[src/hw/rtl/gmsst_pkg.sv]
`default_nettype none

package gmsst_pkg;

  localparam int KIND_W = 2;
  typedef logic [KIND_W-1:0] kind_t;
  localparam kind_t KIND_EMPTY  = 2'd0;
  localparam kind_t KIND_FRESH  = 2'd1;
  localparam kind_t KIND_ROTTEN = 2'd2;

  localparam int DIST_W = 8;
  typedef logic [DIST_W-1:0] dist_t;
  localparam dist_t DIST_MAX = 8'hFF;

  localparam int MINUTES_W = 9;
  localparam logic [MINUTES_W-1:0] MINUTES_FAIL = 9'h1FF;

  localparam int CFG_W = 5;
  typedef logic [CFG_W-1:0] cfg_data_t;
  typedef logic [0:0] cfg_idx_t;
  localparam cfg_idx_t CFG_GRID_ROWS = 1'b0;
  localparam cfg_idx_t CFG_GRID_COLS = 1'b1;
  localparam cfg_data_t CFG_SIZE_RESET = 5'd16;

  typedef enum logic [2:0] {
    PH_LOAD,
    PH_INIT,
    PH_SETTLE,
    PH_SPREAD,
    PH_REDUCE,
    PH_DONE
  } phase_t;

  typedef struct packed {
    logic  load_we;
    logic  init;
    logic  spread;
    dist_t step_dist;
  } cell_ctrl_t;

  typedef struct packed {
    logic  bad;
    dist_t worst;
  } acc_t;

endpackage

`default_nettype wire

[src/hw/rtl/gmsst_cell.sv]
`default_nettype none

module gmsst_cell #(
  parameter int IDX      = 0,
  parameter int MAX_COLS = 16,
  parameter int CELLS    = 256,
  localparam int TW      = $clog2(CELLS + 1),
  localparam int CIW     = (MAX_COLS > 1) ? $clog2(MAX_COLS) : 1
) (
  input  logic                   clk,
  input  gmsst_pkg::cell_ctrl_t  ctrl,
  input  logic [TW-1:0]          load_pos,
  input  logic [TW-1:0]          total,
  input  logic [CIW-1:0]         cols_m1,
  input  gmsst_pkg::kind_t       kind_in,
  input  logic [CIW-1:0]         col_in,
  output logic [CIW-1:0]         col_out,
  input  logic [2*MAX_COLS:0]    win,
  output logic                   reached,
  input  gmsst_pkg::acc_t        acc_in,
  output gmsst_pkg::acc_t        acc_out
);
  import gmsst_pkg::*;

  kind_t          kind_r;
  logic           reached_r;
  dist_t          dist_r;
  logic [CIW-1:0] col_r, col_nxt;
  acc_t           acc_r, acc_nxt;
  logic           active, fresh, rotten;
  logic           nb_up, nb_dn, nb_any, grow;

  assign active = (TW'(IDX) < load_pos) && (TW'(IDX) < total);
  assign fresh  = active && (kind_r == KIND_FRESH);
  assign rotten = active && (kind_r == KIND_ROTTEN);

  // The column tag runs along the chain and wraps at the grid width.
  always_comb begin
    if (IDX == 0) begin
      col_nxt = '0;
    end else if (col_in == cols_m1) begin
      col_nxt = '0;
    end else begin
      col_nxt = col_in + CIW'(1);
    end
  end

  always_comb begin
    nb_up = 1'b0;
    nb_dn = 1'b0;
    for (int k = 0; k < MAX_COLS; k++) begin
      if (cols_m1 == CIW'(k)) begin
        nb_up = win[MAX_COLS-1-k];
        nb_dn = win[MAX_COLS+1+k];
      end
    end
    nb_any = nb_up || nb_dn
          || (win[MAX_COLS-1] && (col_r != '0))
          || (win[MAX_COLS+1] && (col_r != cols_m1));
    grow   = ctrl.spread && fresh && !reached_r && nb_any;
  end

  always_comb begin
    acc_nxt.bad   = acc_in.bad || (fresh && !reached_r);
    acc_nxt.worst = acc_in.worst;
    if (fresh && reached_r && (dist_r > acc_in.worst)) begin
      acc_nxt.worst = dist_r;
    end
  end

  always_ff @(posedge clk) begin
    col_r <= col_nxt;
    acc_r <= acc_nxt;
    if (ctrl.load_we && (load_pos == TW'(IDX))) begin
      kind_r <= kind_in;
    end
    if (ctrl.init) begin
      reached_r <= rotten;
      dist_r    <= '0;
    end else if (grow) begin
      reached_r <= 1'b1;
      dist_r    <= ctrl.step_dist;
    end
  end

  assign col_out = col_r;
  assign reached = reached_r;
  assign acc_out = acc_r;

endmodule

`default_nettype wire

[config.mk]
export PLATFORM = sky130hd
export DESIGN_NAME = gmsst_cell
export DESIGN_NICKNAME = d
export VERILOG_FILES = /design/src/hw/rtl/gmsst_pkg.sv /design/src/hw/rtl/gmsst_cell.sv
export SDC_FILE = /design/constraint.sdc
export NUM_CORES = 1
export LEC_CHECK = 0
export BUFFER_PORTS_ARGS = -buffer_cell sky130_fd_sc_hd__buf_2
export CORE_AREA = 2 2 51 76
export DETAILED_ROUTE_END_ITERATION = 10
export DIE_AREA = 0 0 53 78
export PLACE_DENSITY = 0.83
export SYNTH_ARGS = -nofsm -noshare
export SYNTH_HDL_FRONTEND = slang
export SYNTH_SLANG_ARGS = --single-unit
export TNS_END_PERCENT = 100
[constraint.sdc]
create_clock -name clk -period 7 [get_ports clk]
set_clock_uncertainty 0.2 [all_clocks]
set_input_delay 1.4 -clock clk [delete_from_list [all_inputs] [get_ports clk]]
set_output_delay 1.4 -clock clk [all_outputs]
set_load 0.01 [all_outputs]
==> impl_metrics.csv <==
group,metric,value,unit
grt,grt_pass1_wl,6.40,mm
detailed_routing,drcViolationCount,0,
cells_and_area,finalNetCount,361,
detailed_routing,via_count,1631,
synth,ys_seq_area_share,27.5,%
pwr,leakagePower,0.000960,µW
sta,hold_viol,0,
synth,synthAdderAreaFrac,6.39,%
detailed_routing,vias_per_cell,5.23,
critical_path,cp_slowest_cell,"a221oi_2",
placed_design,globalplace.congestion,0.775,
detailed_routing,wire_per_inst,12.5,µm
grt,grt_max_degree,27,
placed_design,dpl.hpwl,3.13,mm
job,maxCapViolCount,0,
grt,antenna_found_initial,0,
synth,yosysTopAreaCell,"dfxtp_1",
clock_network,insertion_delay,0.26,ns
pwr,powerDensity,138,nW/µm²
synth,synth_area_leaders,"dfxtp_1, ha_1, edfxtp_1, mux2_2, nor2b_1",
synth,synth_area,1570,µm²
floorplan,die_h,78,µm
sta,tightest_slew,0.777,ns
synth,yosysWarnings,0,
critical_path,path_cells,"buf_2 -> mux2i_1 -> a211o_1 -> o21ai_0 -> a221oi_2 -> and3_1 -> o21bai_1",
sta,max_freq,289,MHz
placed_design,io_buffers,86,
sta,rsz0062_at_grt,"no",
synth,synth-xor-area-share,0.560,%
pwr,ir_drop,111,µV
synth,yosysTopAreaCellShare,21.7,%
detailed_routing,drtIter0Drc,23,
clock_network,htreeDepth,1,
detailed_routing,first_pass_iters,4,
detailed_routing,finalWirelength,3.89,mm
sta,finalCriticalPeriod,3.46,ns
critical_path,crit_path_max_fanout,26,
clock_network,numCtsBuffers,3,
critical_path,slowest_delay,0.71,ns
clock_network,cts_root_buf,"clkbuf_8",
floorplan,core,3420,µm²
critical_path,critPathRequiredTime,6.82,ns
clock_network,tritoncts,"yes",
clock_network,post_cts_buffers,0,
critical_path,worst-endpoint-arrival,3.28,ns
synth,synth-simple-area-share,24.9,%
floorplan,rows,26,
cells_and_area,fin_util,59.5,%
synth,synth.distinct_cells,50,
clock_network,cts.sinks,20,
synth,synth_compound_area_share,23.0,%
clock_network,path_clk_slew,0.08,ns
synth,synth_seq_cells,20,
cells_and_area,fill_cells,312,
synth,synthFlopType,"dfxtp_1",
cells_and_area,diodes,0,
sta,tns,0,ns
synth,async_flop_share,0,%
grt,overflow,0,
cells_and_area,drive_gt1_share,38.5,%
synth,netlist_top_cells_count,"inv_1, dfxtp_1, nor2b_1, nand2_1",
floorplan,die_w,53,µm
grt,grt_usage,19.9,%
synth,synth-edff-count,3,
synth,syn_avg_cell_area,8.15,µm²
hold_path,hold_class,"flop to flop",
sta,drv_slew,0,
sta,setup_violations,0,
synth,yosysMostFrequentCell,"inv_1",
critical_path,cpLargestDelayFamily,"compound AO/OA/AOI/OAI gates",
sta,post-route-period-util,49.4,%
clock_network,ctsResizeCount,0,
status,status,"finished, final reports clean",
critical_path,critPathBufInv,1,
grt,grt_pass1_vias,1530,
placed_design,dpl_cell_area,1980,µm²
cells_and_area,fin_area,2030,µm²
critical_path,end_kind,"flop",
critical_path,crit_path_start_kind,"input pin",
synth,muxShareOfSynthArea,7.03,%
placed_design,dp.cells,308,
pwr,power,280,µW
floorplan,start_util,45.8,%
detailed_routing,ant_nets,0,
synth,synthCells,192,
clock_network,ctsHoldBuffers,0,
floorplan,io-pin-count,96,
cells_and_area,area_growth,29.8,%
clock_network,clk_path_buf_depth,2,
floorplan,dieArea,4130,µm²
synth,synth_top_family_by_area,"simple AND/OR/NAND/NOR gates",
critical_path,critical_path_class,"input pin to flop",
cells_and_area,stdcell_count,312,
sta,maxSlewHeadroom,48.2,%
[logic make-up after synthesis]
family          count (synthesis)
other cells                     1
simple gates                   69
xor+xnor                        1
buf+inv                        36
flops                          20
mux                            10
fa+ha+maj                       8
compound gates                 47
[worst register-to-register path, cell delays in order (launching register included)]
cell and delay, ns:
dfxtp_1 0.34, ha_1 0.29, nor2b_1 0.13, o21a_1 0.15
o21ai_0 0.14, a21oi_1 0.08, o31a_1 0.40, mux2_2 0.31
[power by group]
group          internal (µW)  switching [µW]  total [µW]
Clock                   50.2            40.3        90.5
Sequential               120            1.58         122
Combinational           33.1            34.2        67.3
Total                    204            76.1         280
[stage by stage]
step / hold slack (ns) / setup WS [ns]
after floorplan: 0.257 / 3.57
after global placement: 0.269 / 3.31
after detailed placement: 0.289 / 3.30
after CTS: 0.308 / 3.58
after global routing: 0.321 / 3.42
final: 0.300 / 3.54
[flip-flops by register name, summed over array words and instances, names as in the netlist]
register  count
acc_out       9
dist_r        8
kind_r        2
reached       1
[per-layer routing]
layer | track usage [%] | part of all wire [%] | up-vias
li1 | - | - | 844
met1 | 22.4 | 40 | 730
met2 | 35.9 | 53 | 46
met3 | 2.31 | 4.3 | 11
met4 | 8.72 | 2.7 | 0
met5 | 0 | 0 | -
[layout make-up]
| type | count | area, µm² | share of cell area (%) |
|---|---|---|---|
| tap | 42 | 52.6 | 2.59 |
| inverter | 21 | 78.8 | 3.88 |
| timing repair buffer | 86 | 430 | 21.2 |
| clock buffer | 4 | 55.1 | 2.71 |
| sequential | 20 | 430 | 21.2 |
| multi-input combinational | 139 | 985 | 48.5 |
[worst paths after layout]
kind	from	to	slack (ns)	cells after the start
worst min register to register	dist_r[0]	acc_out[0]	0.30	1
worst max register to register	dist_r[1]	acc_out[2]	4.84	7
worst min-delay path	dist_r[0]	acc_out[0]	0.30	1
worst max-delay path	cols_m1[1]	reached	3.54	7
[layout by cell type, fill, tap and decap left out, types with 2 or more instances in the layout]
cell,Yosys,layout
o21ai_0,10,10
ha_1,8,8
nand2_1,12,12
a211o_1,2,2
clkbuf_8,0,4
nor4_1,2,2
edfxtp_1,3,3
a31oi_1,2,2
dfxtp_1,17,17
o211ai_1,8,8
o21bai_1,2,2
a21oi_1,8,8
mux2i_1,2,2
conb_1,1,4
nand4b_1,3,3
mux2_2,8,8
inv_1,21,21
and3_1,2,2
nor3_1,4,4
nand3b_1,2,2
nor2_1,10,10
buf_2,3,86
nand3_1,4,4
nor2b_1,14,14
nand4_1,10,10
Power figures use the tool's default switching activity.
