==> src/hw/rtl/gmsst_pkg.sv <==
`default_nettype none

package gmsst_pkg;

  localparam int KIND_W = 2;
  typedef logic [KIND_W-1:0] kind_t;
  localparam kind_t KIND_EMPTY  = 2'd0;
  localparam kind_t KIND_FRESH  = 2'd1;
  localparam kind_t KIND_ROTTEN = 2'd2;

  localparam int DIST_W = 8;
  typedef logic [DIST_W-1:0] dist_t;
  localparam dist_t DIST_MAX = 8'hFF;

  localparam int MINUTES_W = 9;
  localparam logic [MINUTES_W-1:0] MINUTES_FAIL = 9'h1FF;

  localparam int CFG_W = 5;
  typedef logic [CFG_W-1:0] cfg_data_t;
  typedef logic [0:0] cfg_idx_t;
  localparam cfg_idx_t CFG_GRID_ROWS = 1'b0;
  localparam cfg_idx_t CFG_GRID_COLS = 1'b1;
  localparam cfg_data_t CFG_SIZE_RESET = 5'd16;

  typedef enum logic [2:0] {
    PH_LOAD,
    PH_INIT,
    PH_SETTLE,
    PH_SPREAD,
    PH_REDUCE,
    PH_DONE
  } phase_t;

  typedef struct packed {
    logic  load_we;
    logic  init;
    logic  spread;
    dist_t step_dist;
  } cell_ctrl_t;

  typedef struct packed {
    logic  bad;
    dist_t worst;
  } acc_t;

endpackage

`default_nettype wire

==> src/hw/rtl/gmsst_ctrl.sv <==
`default_nettype none

module gmsst_ctrl #(
  parameter int CELLS = 256,
  localparam int TW   = $clog2(CELLS + 1)
) (
  input  logic                                  clk,
  input  logic                                  rst_n,
  input  logic                                  in_valid,
  input  logic                                  in_last_cell,
  output logic                                  in_stall,
  output logic                                  out_valid,
  input  logic                                  out_stall,
  output logic signed [gmsst_pkg::MINUTES_W-1:0] out_minutes_needed,
  input  logic                                  cfg_we,
  input  logic [TW-1:0]                         total,
  output logic [TW-1:0]                         load_pos,
  output gmsst_pkg::cell_ctrl_t                 ctrl,
  input  gmsst_pkg::acc_t                       acc
);
  import gmsst_pkg::*;

  phase_t                state_r, state_nxt;
  logic [TW-1:0]         cnt_r, cnt_nxt;
  logic [TW-1:0]         load_pos_r, load_pos_nxt;
  logic [TW-1:0]         settle_r, settle_nxt;
  logic                  out_valid_r, out_valid_nxt;
  logic [MINUTES_W-1:0]  out_min_r;
  logic [TW:0]           step_next;
  logic                  accept, store, cnt_last, settle_done, out_free, emit;

  assign cnt_last    = (cnt_r == TW'(CELLS - 1));
  assign settle_done = (settle_r == TW'(CELLS));
  assign out_free    = !out_valid_r || !out_stall;

  always_comb begin
    state_nxt = state_r;
    unique case (state_r)
      PH_LOAD: begin
        if (in_valid && in_last_cell) state_nxt = PH_INIT;
      end
      PH_INIT: begin
        state_nxt = PH_SETTLE;
      end
      PH_SETTLE: begin
        if (settle_done) state_nxt = PH_SPREAD;
      end
      PH_SPREAD: begin
        if (cnt_last) state_nxt = PH_REDUCE;
      end
      PH_REDUCE: begin
        if (cnt_last) state_nxt = PH_DONE;
      end
      PH_DONE: begin
        if (out_free) state_nxt = PH_LOAD;
      end
      default: begin
        state_nxt = PH_LOAD;
      end
    endcase
  end

  always_comb begin
    in_stall  = (state_r != PH_LOAD);
    accept    = in_valid && !in_stall;
    store     = accept && (load_pos_r < total);
    emit      = (state_r == PH_DONE) && out_free;
    step_next = {1'b0, cnt_r} + (TW+1)'(1);

    ctrl.load_we   = store;
    ctrl.init      = (state_r == PH_INIT);
    ctrl.spread    = (state_r == PH_SPREAD);
    if (int'(step_next) > int'(DIST_MAX)) begin
      ctrl.step_dist = DIST_MAX;
    end else begin
      ctrl.step_dist = DIST_W'(step_next);
    end
  end

  always_comb begin
    cnt_nxt = '0;
    if (((state_r == PH_SPREAD) || (state_r == PH_REDUCE)) && !cnt_last) begin
      cnt_nxt = cnt_r + TW'(1);
    end

    load_pos_nxt = load_pos_r;
    if (emit) begin
      load_pos_nxt = '0;
    end else if (store) begin
      load_pos_nxt = load_pos_r + TW'(1);
    end

    settle_nxt = settle_r;
    if (cfg_we) begin
      settle_nxt = '0;
    end else if (!settle_done) begin
      settle_nxt = settle_r + TW'(1);
    end

    out_valid_nxt = out_valid_r;
    if (emit) begin
      out_valid_nxt = 1'b1;
    end else if (out_valid_r && !out_stall) begin
      out_valid_nxt = 1'b0;
    end
  end

  always_ff @(posedge clk) begin
    if (!rst_n) begin
      state_r     <= PH_LOAD;
      cnt_r       <= '0;
      load_pos_r  <= '0;
      settle_r    <= '0;
      out_valid_r <= 1'b0;
    end else begin
      state_r     <= state_nxt;
      cnt_r       <= cnt_nxt;
      load_pos_r  <= load_pos_nxt;
      settle_r    <= settle_nxt;
      out_valid_r <= out_valid_nxt;
    end
  end

  always_ff @(posedge clk) begin
    if (emit) begin
      out_min_r <= acc.bad ? MINUTES_FAIL : {1'b0, acc.worst};
    end
  end

  assign load_pos           = load_pos_r;
  assign out_valid          = out_valid_r;
  assign out_minutes_needed = out_min_r;

  a_last_starts: assert property (@(posedge clk) disable iff (!rst_n)
    (in_valid && !in_stall && in_last_cell) |=> (state_r == PH_INIT))
    else $error("last cell did not start the spread");

  a_result_from_done: assert property (@(posedge clk) disable iff (!rst_n)
    $rose(out_valid_r) |-> ($past(state_r) == PH_DONE))
    else $error("result raised outside of the done phase");

  a_spread_length: assert property (@(posedge clk) disable iff (!rst_n)
    ((state_r == PH_SPREAD) && (state_nxt == PH_REDUCE)) |-> cnt_last)
    else $error("spread phase ended early");

  a_cfg_resettle: assert property (@(posedge clk) disable iff (!rst_n)
    cfg_we |=> (settle_r == '0))
    else $error("configuration write did not restart column settling");

endmodule

`default_nettype wire

==> config.mk <==
export PLATFORM = sky130hd
export DESIGN_NAME = gmsst_ctrl
export DESIGN_NICKNAME = d
export VERILOG_FILES = /design/src/hw/rtl/gmsst_pkg.sv /design/src/hw/rtl/gmsst_ctrl.sv
export SDC_FILE = /design/constraint.sdc
export NUM_CORES = 1
export LEC_CHECK = 0
export BUFFER_PORTS_ARGS = -buffer_cell sky130_fd_sc_hd__clkbuf_2
export CORE_MARGIN = 5
export CORE_UTILIZATION = 40
export CTS_CLUSTER_DIAMETER = 100
export DETAILED_ROUTE_END_ITERATION = 8
export PLACE_DENSITY = 0.65
export SYNTH_ARGS = -nofsm -noshare
export SYNTH_HDL_FRONTEND = slang
export SYNTH_SLANG_ARGS = --single-unit
export TNS_END_PERCENT = 5
==> constraint.sdc <==
create_clock -name clk -period 2.85 [get_ports clk]
set_input_delay 0.285 -clock clk [delete_from_list [all_inputs] [get_ports clk]]
set_output_delay 0.285 -clock clk [all_outputs]
set_load 0.01 [all_outputs]
==> reports/summary.txt <==
# nets final: 326
Relative slew slack: 0.495
Crit start category: flip-flop
Crit-path max cell delay: 0.77 ns
Setup violators final: 0
Vias/cell: 5.01
Leak pwr: 0.00108 uW
Syn. warnings: 0
CP Depth: 6
CTS tree: built
I/O Buffers: 54
Layout area overhead: 22.8%
Fraction of layout cells with a size suffix above 1: 0.263
DR WL/cell: 11.9 um
Routed Wire Length: 4290 um
RD Place Congestion: 0.748
GRT Overall Usage: 0.134
CTS root buf: clkbuf_8
Worst path cell trace: ha_1 -> a21oi_1 -> a211oi_1 -> or4b_1 -> nor2_1 -> clkbuf_2
Largest net degree at the start of global routing: 19
RSZ-0062 raised after global routing: no
CP max FO: 18
Post-synth top flop: dfxtp_1
First-pass GRT wire length: 7090 um
Ant diodes: 0
Detailed-route via count: 1800
Row Count: 26
Worst r2r dst: load_pos[5]$_SDFFE_PP0P_
Reg2reg setup slack: 0.31 ns
WHS Endpoint: out_minutes_needed[7]$_SDFFCE_PP1P_
Hold Crit Start: acc[7]
Min-Delay Path Class: in2reg
Starting Density: 0.408
Hold Buf Count CTS: 0
Die area: 6720 um2
CTS resizes: 0
Slowest CP cell: or4b_1
Post-CTS Setup Bufs: 0
Max-cap violations: 0
Clock slew at reported path FFs: 0.08 ns
Gate Count Post-Synth: 231
Clock Latency Late Sink: 0.29 ns
Final min period: 2.64 ns
Worst Skew: 0.00519 ns
DRT iter0 DRCs: 59
Clk sinks: 40
Initial antenna violation count: 0
CTS H-tree lvls: 2
Power Dens Cells: 485 nW/um2
CP Capture Type: primary output
Register area share after synthesis: 0.430
CP bufs+invs: 1
Core area: 5070 um2
Hold Fails Final Rpt: 0
Setup TNS: 0 ns
Max Fclk: 0.379 GHz
Synth Area per Inst: 8.97 um2
Worst-margin pin slew: 0.754 ns
Post-Syn Area: 2070 um2
Outcome: completed
Final core utilization: 0.501
Critical path required time: 2.57 ns
WS Path Type: reg2out
Number of enable flip-flop cells after synthesis: 9
R2R cell count: 6
First drt pass iteration count: 4
Critical path's top delay family: simple AND/OR/NAND/NOR gates
Hpwl dp: 3270 um
Maximum clock path buffer count: 2
Worst Hold Depth: 2
Peak VDD IR: 213 uV
Antenna Violating Nets Remaining: 0
Final Max Tran Viols: 0
Top Ports: 55
Ys async rst share: 0
CTS Buf Count: 5
Yosys cell types: 44
Overall die width: 82.0 um
WP data arrival: 2.35 ns
Flops & latches, synth: 40
Post-Syn Nets: 269
RR Startpoint: load_pos[3]$_SDFFE_PP0P_
DRC viols: 0
Period utilisation layout: 0.925
Total grt overflow: 0
Die Y-Extent: 82.0 um
Number of global-route vias before repair: 1631
==> worst register-to-register path, delay by kind of cell, from the launching register on <==
kind | cells | cell delay (ns)
AOI/OAI and AO/OA | 3 | 0.41
adders and majority gates | 1 | 0.29
DFF | 1 | 0.43
and+or+nand+nor | 2 | 1.36
==> final cells by class <==
cell class              instances  area, um2
clock inverters                 1       30.0
fillers                       517       2530
flip-flops and latches         40        891
clock buffers                   7       97.6
well taps                      70       87.6
multi-input cells             167       1070
repair buffers                 59        308
inverters                      15       56.3
==> worst max path at each step <==
stage,startpoint,to
floorplan,load_pos[3]$_SDFFE_PP0P_,ctrl[10]
global placement,total[3],load_pos[5]$_SDFFE_PP0P_
detailed placement,load_pos[3]$_SDFFE_PP0P_,load_pos[5]$_SDFFE_PP0P_
CTS,load_pos[3]$_SDFFE_PP0P_,ctrl[10]
global route,load_pos[3]$_SDFFE_PP0P_,ctrl[10]
finish,load_pos[3]$_SDFFE_PP0P_,ctrl[10]
==> sequential cells by signal (all words and copies together) (netlist names) <==
| name | cells |
|---|---|
| load_pos | 9 |
| out_valid | 1 |
| out_minutes_needed | 9 |
| settle_r | 9 |
| cnt_r | 9 |
| state_r | 3 |
==> kinds of logic after synthesis <==
| family | share of synthesized area |
|---|---|
| AND/OR/NAND/NOR | 0.263 |
| adder cells (fa/ha/maj) | 0.0845 |
| XOR/XNOR | 0.0423 |
| AO/OA/AOI/OAI | 0.124 |
| flip-flops | 0.430 |
| buffers and inverters | 0.0513 |
| multiplexers | 0.00543 |
==> cell usage after synthesis, types with 2 or more instances <==
cell type  instances  share of area
a21boi_0           2         0.0072
a21oi_1           18          0.043
or2_2              8          0.024
nand2b_1           2         0.0060
nand3_1           16          0.039
xor2_1             6          0.025
buf_4              2         0.0072
or4_1              7          0.025
nand2_1           22          0.040
dfxtp_1           31           0.30
ha_1              14          0.085
nand3b_1           2         0.0072
inv_1             15          0.027
o21ai_0            3         0.0072
and3_1             3         0.0091
edfxtp_1           9           0.13
xnor2_1            4          0.017
o21ai_1            4         0.0097
a211oi_1           3          0.011
nand4_1            2         0.0060
o31ai_1            7          0.025
or3_1              4          0.012
clkbuf_1           5         0.0091
nor4bb_1           2         0.0097
and2_1             2         0.0060
nor2_1            19          0.034
nor3b_1            2         0.0072
==> power by group <==
group | switching [uW] | total (uW) | leakage, uW | internal [uW]
clock | 196 | 511 | 0.0000636 | 315
combinational | 60.5 | 117 | 0.000687 | 57.0
sequential | 17.5 | 606 | 0.000330 | 588
==> per-layer routing <==
metal / part of all wire / GRT usage / vias up
met5: 0 / 0 / -
met4: 0.013 / 0.0449 / 0
met3: 0.053 / 0.0395 / 6
met2: 0.49 / 0.229 / 34
met1: 0.44 / 0.162 / 824
li1: - / - / 936
==> placed cells by master, fill, tap and decap left out, drive strengths merged, types with 4 or more instances in the layout <==
cell type,n
a21oi,18
buf,5
clkbuf,61
dfxtp,31
edfxtp,9
ha,14
inv,15
nand2,22
nand3,16
nor2,19
o21ai,7
o31ai,7
or2,8
or3,5
or4,7
xnor2,4
xor2,6
==> metrics by stage <==
step	total power [uW]	hold slack (ns)	cell area [um2]	cells	setup WS, ns
floorplan	703	0.384	2070	231	0.595
detailed placement	738	0.484	2420	351	0.290
CTS	1250	0.241	2540	359	0.183
global route	1290	0.242	2540	359	0.0384
finish	1230	0.251	2540	359	0.213
global placement	736	0.475	2420	351	0.370
Note: power is estimated with default switching activity, not from simulation.
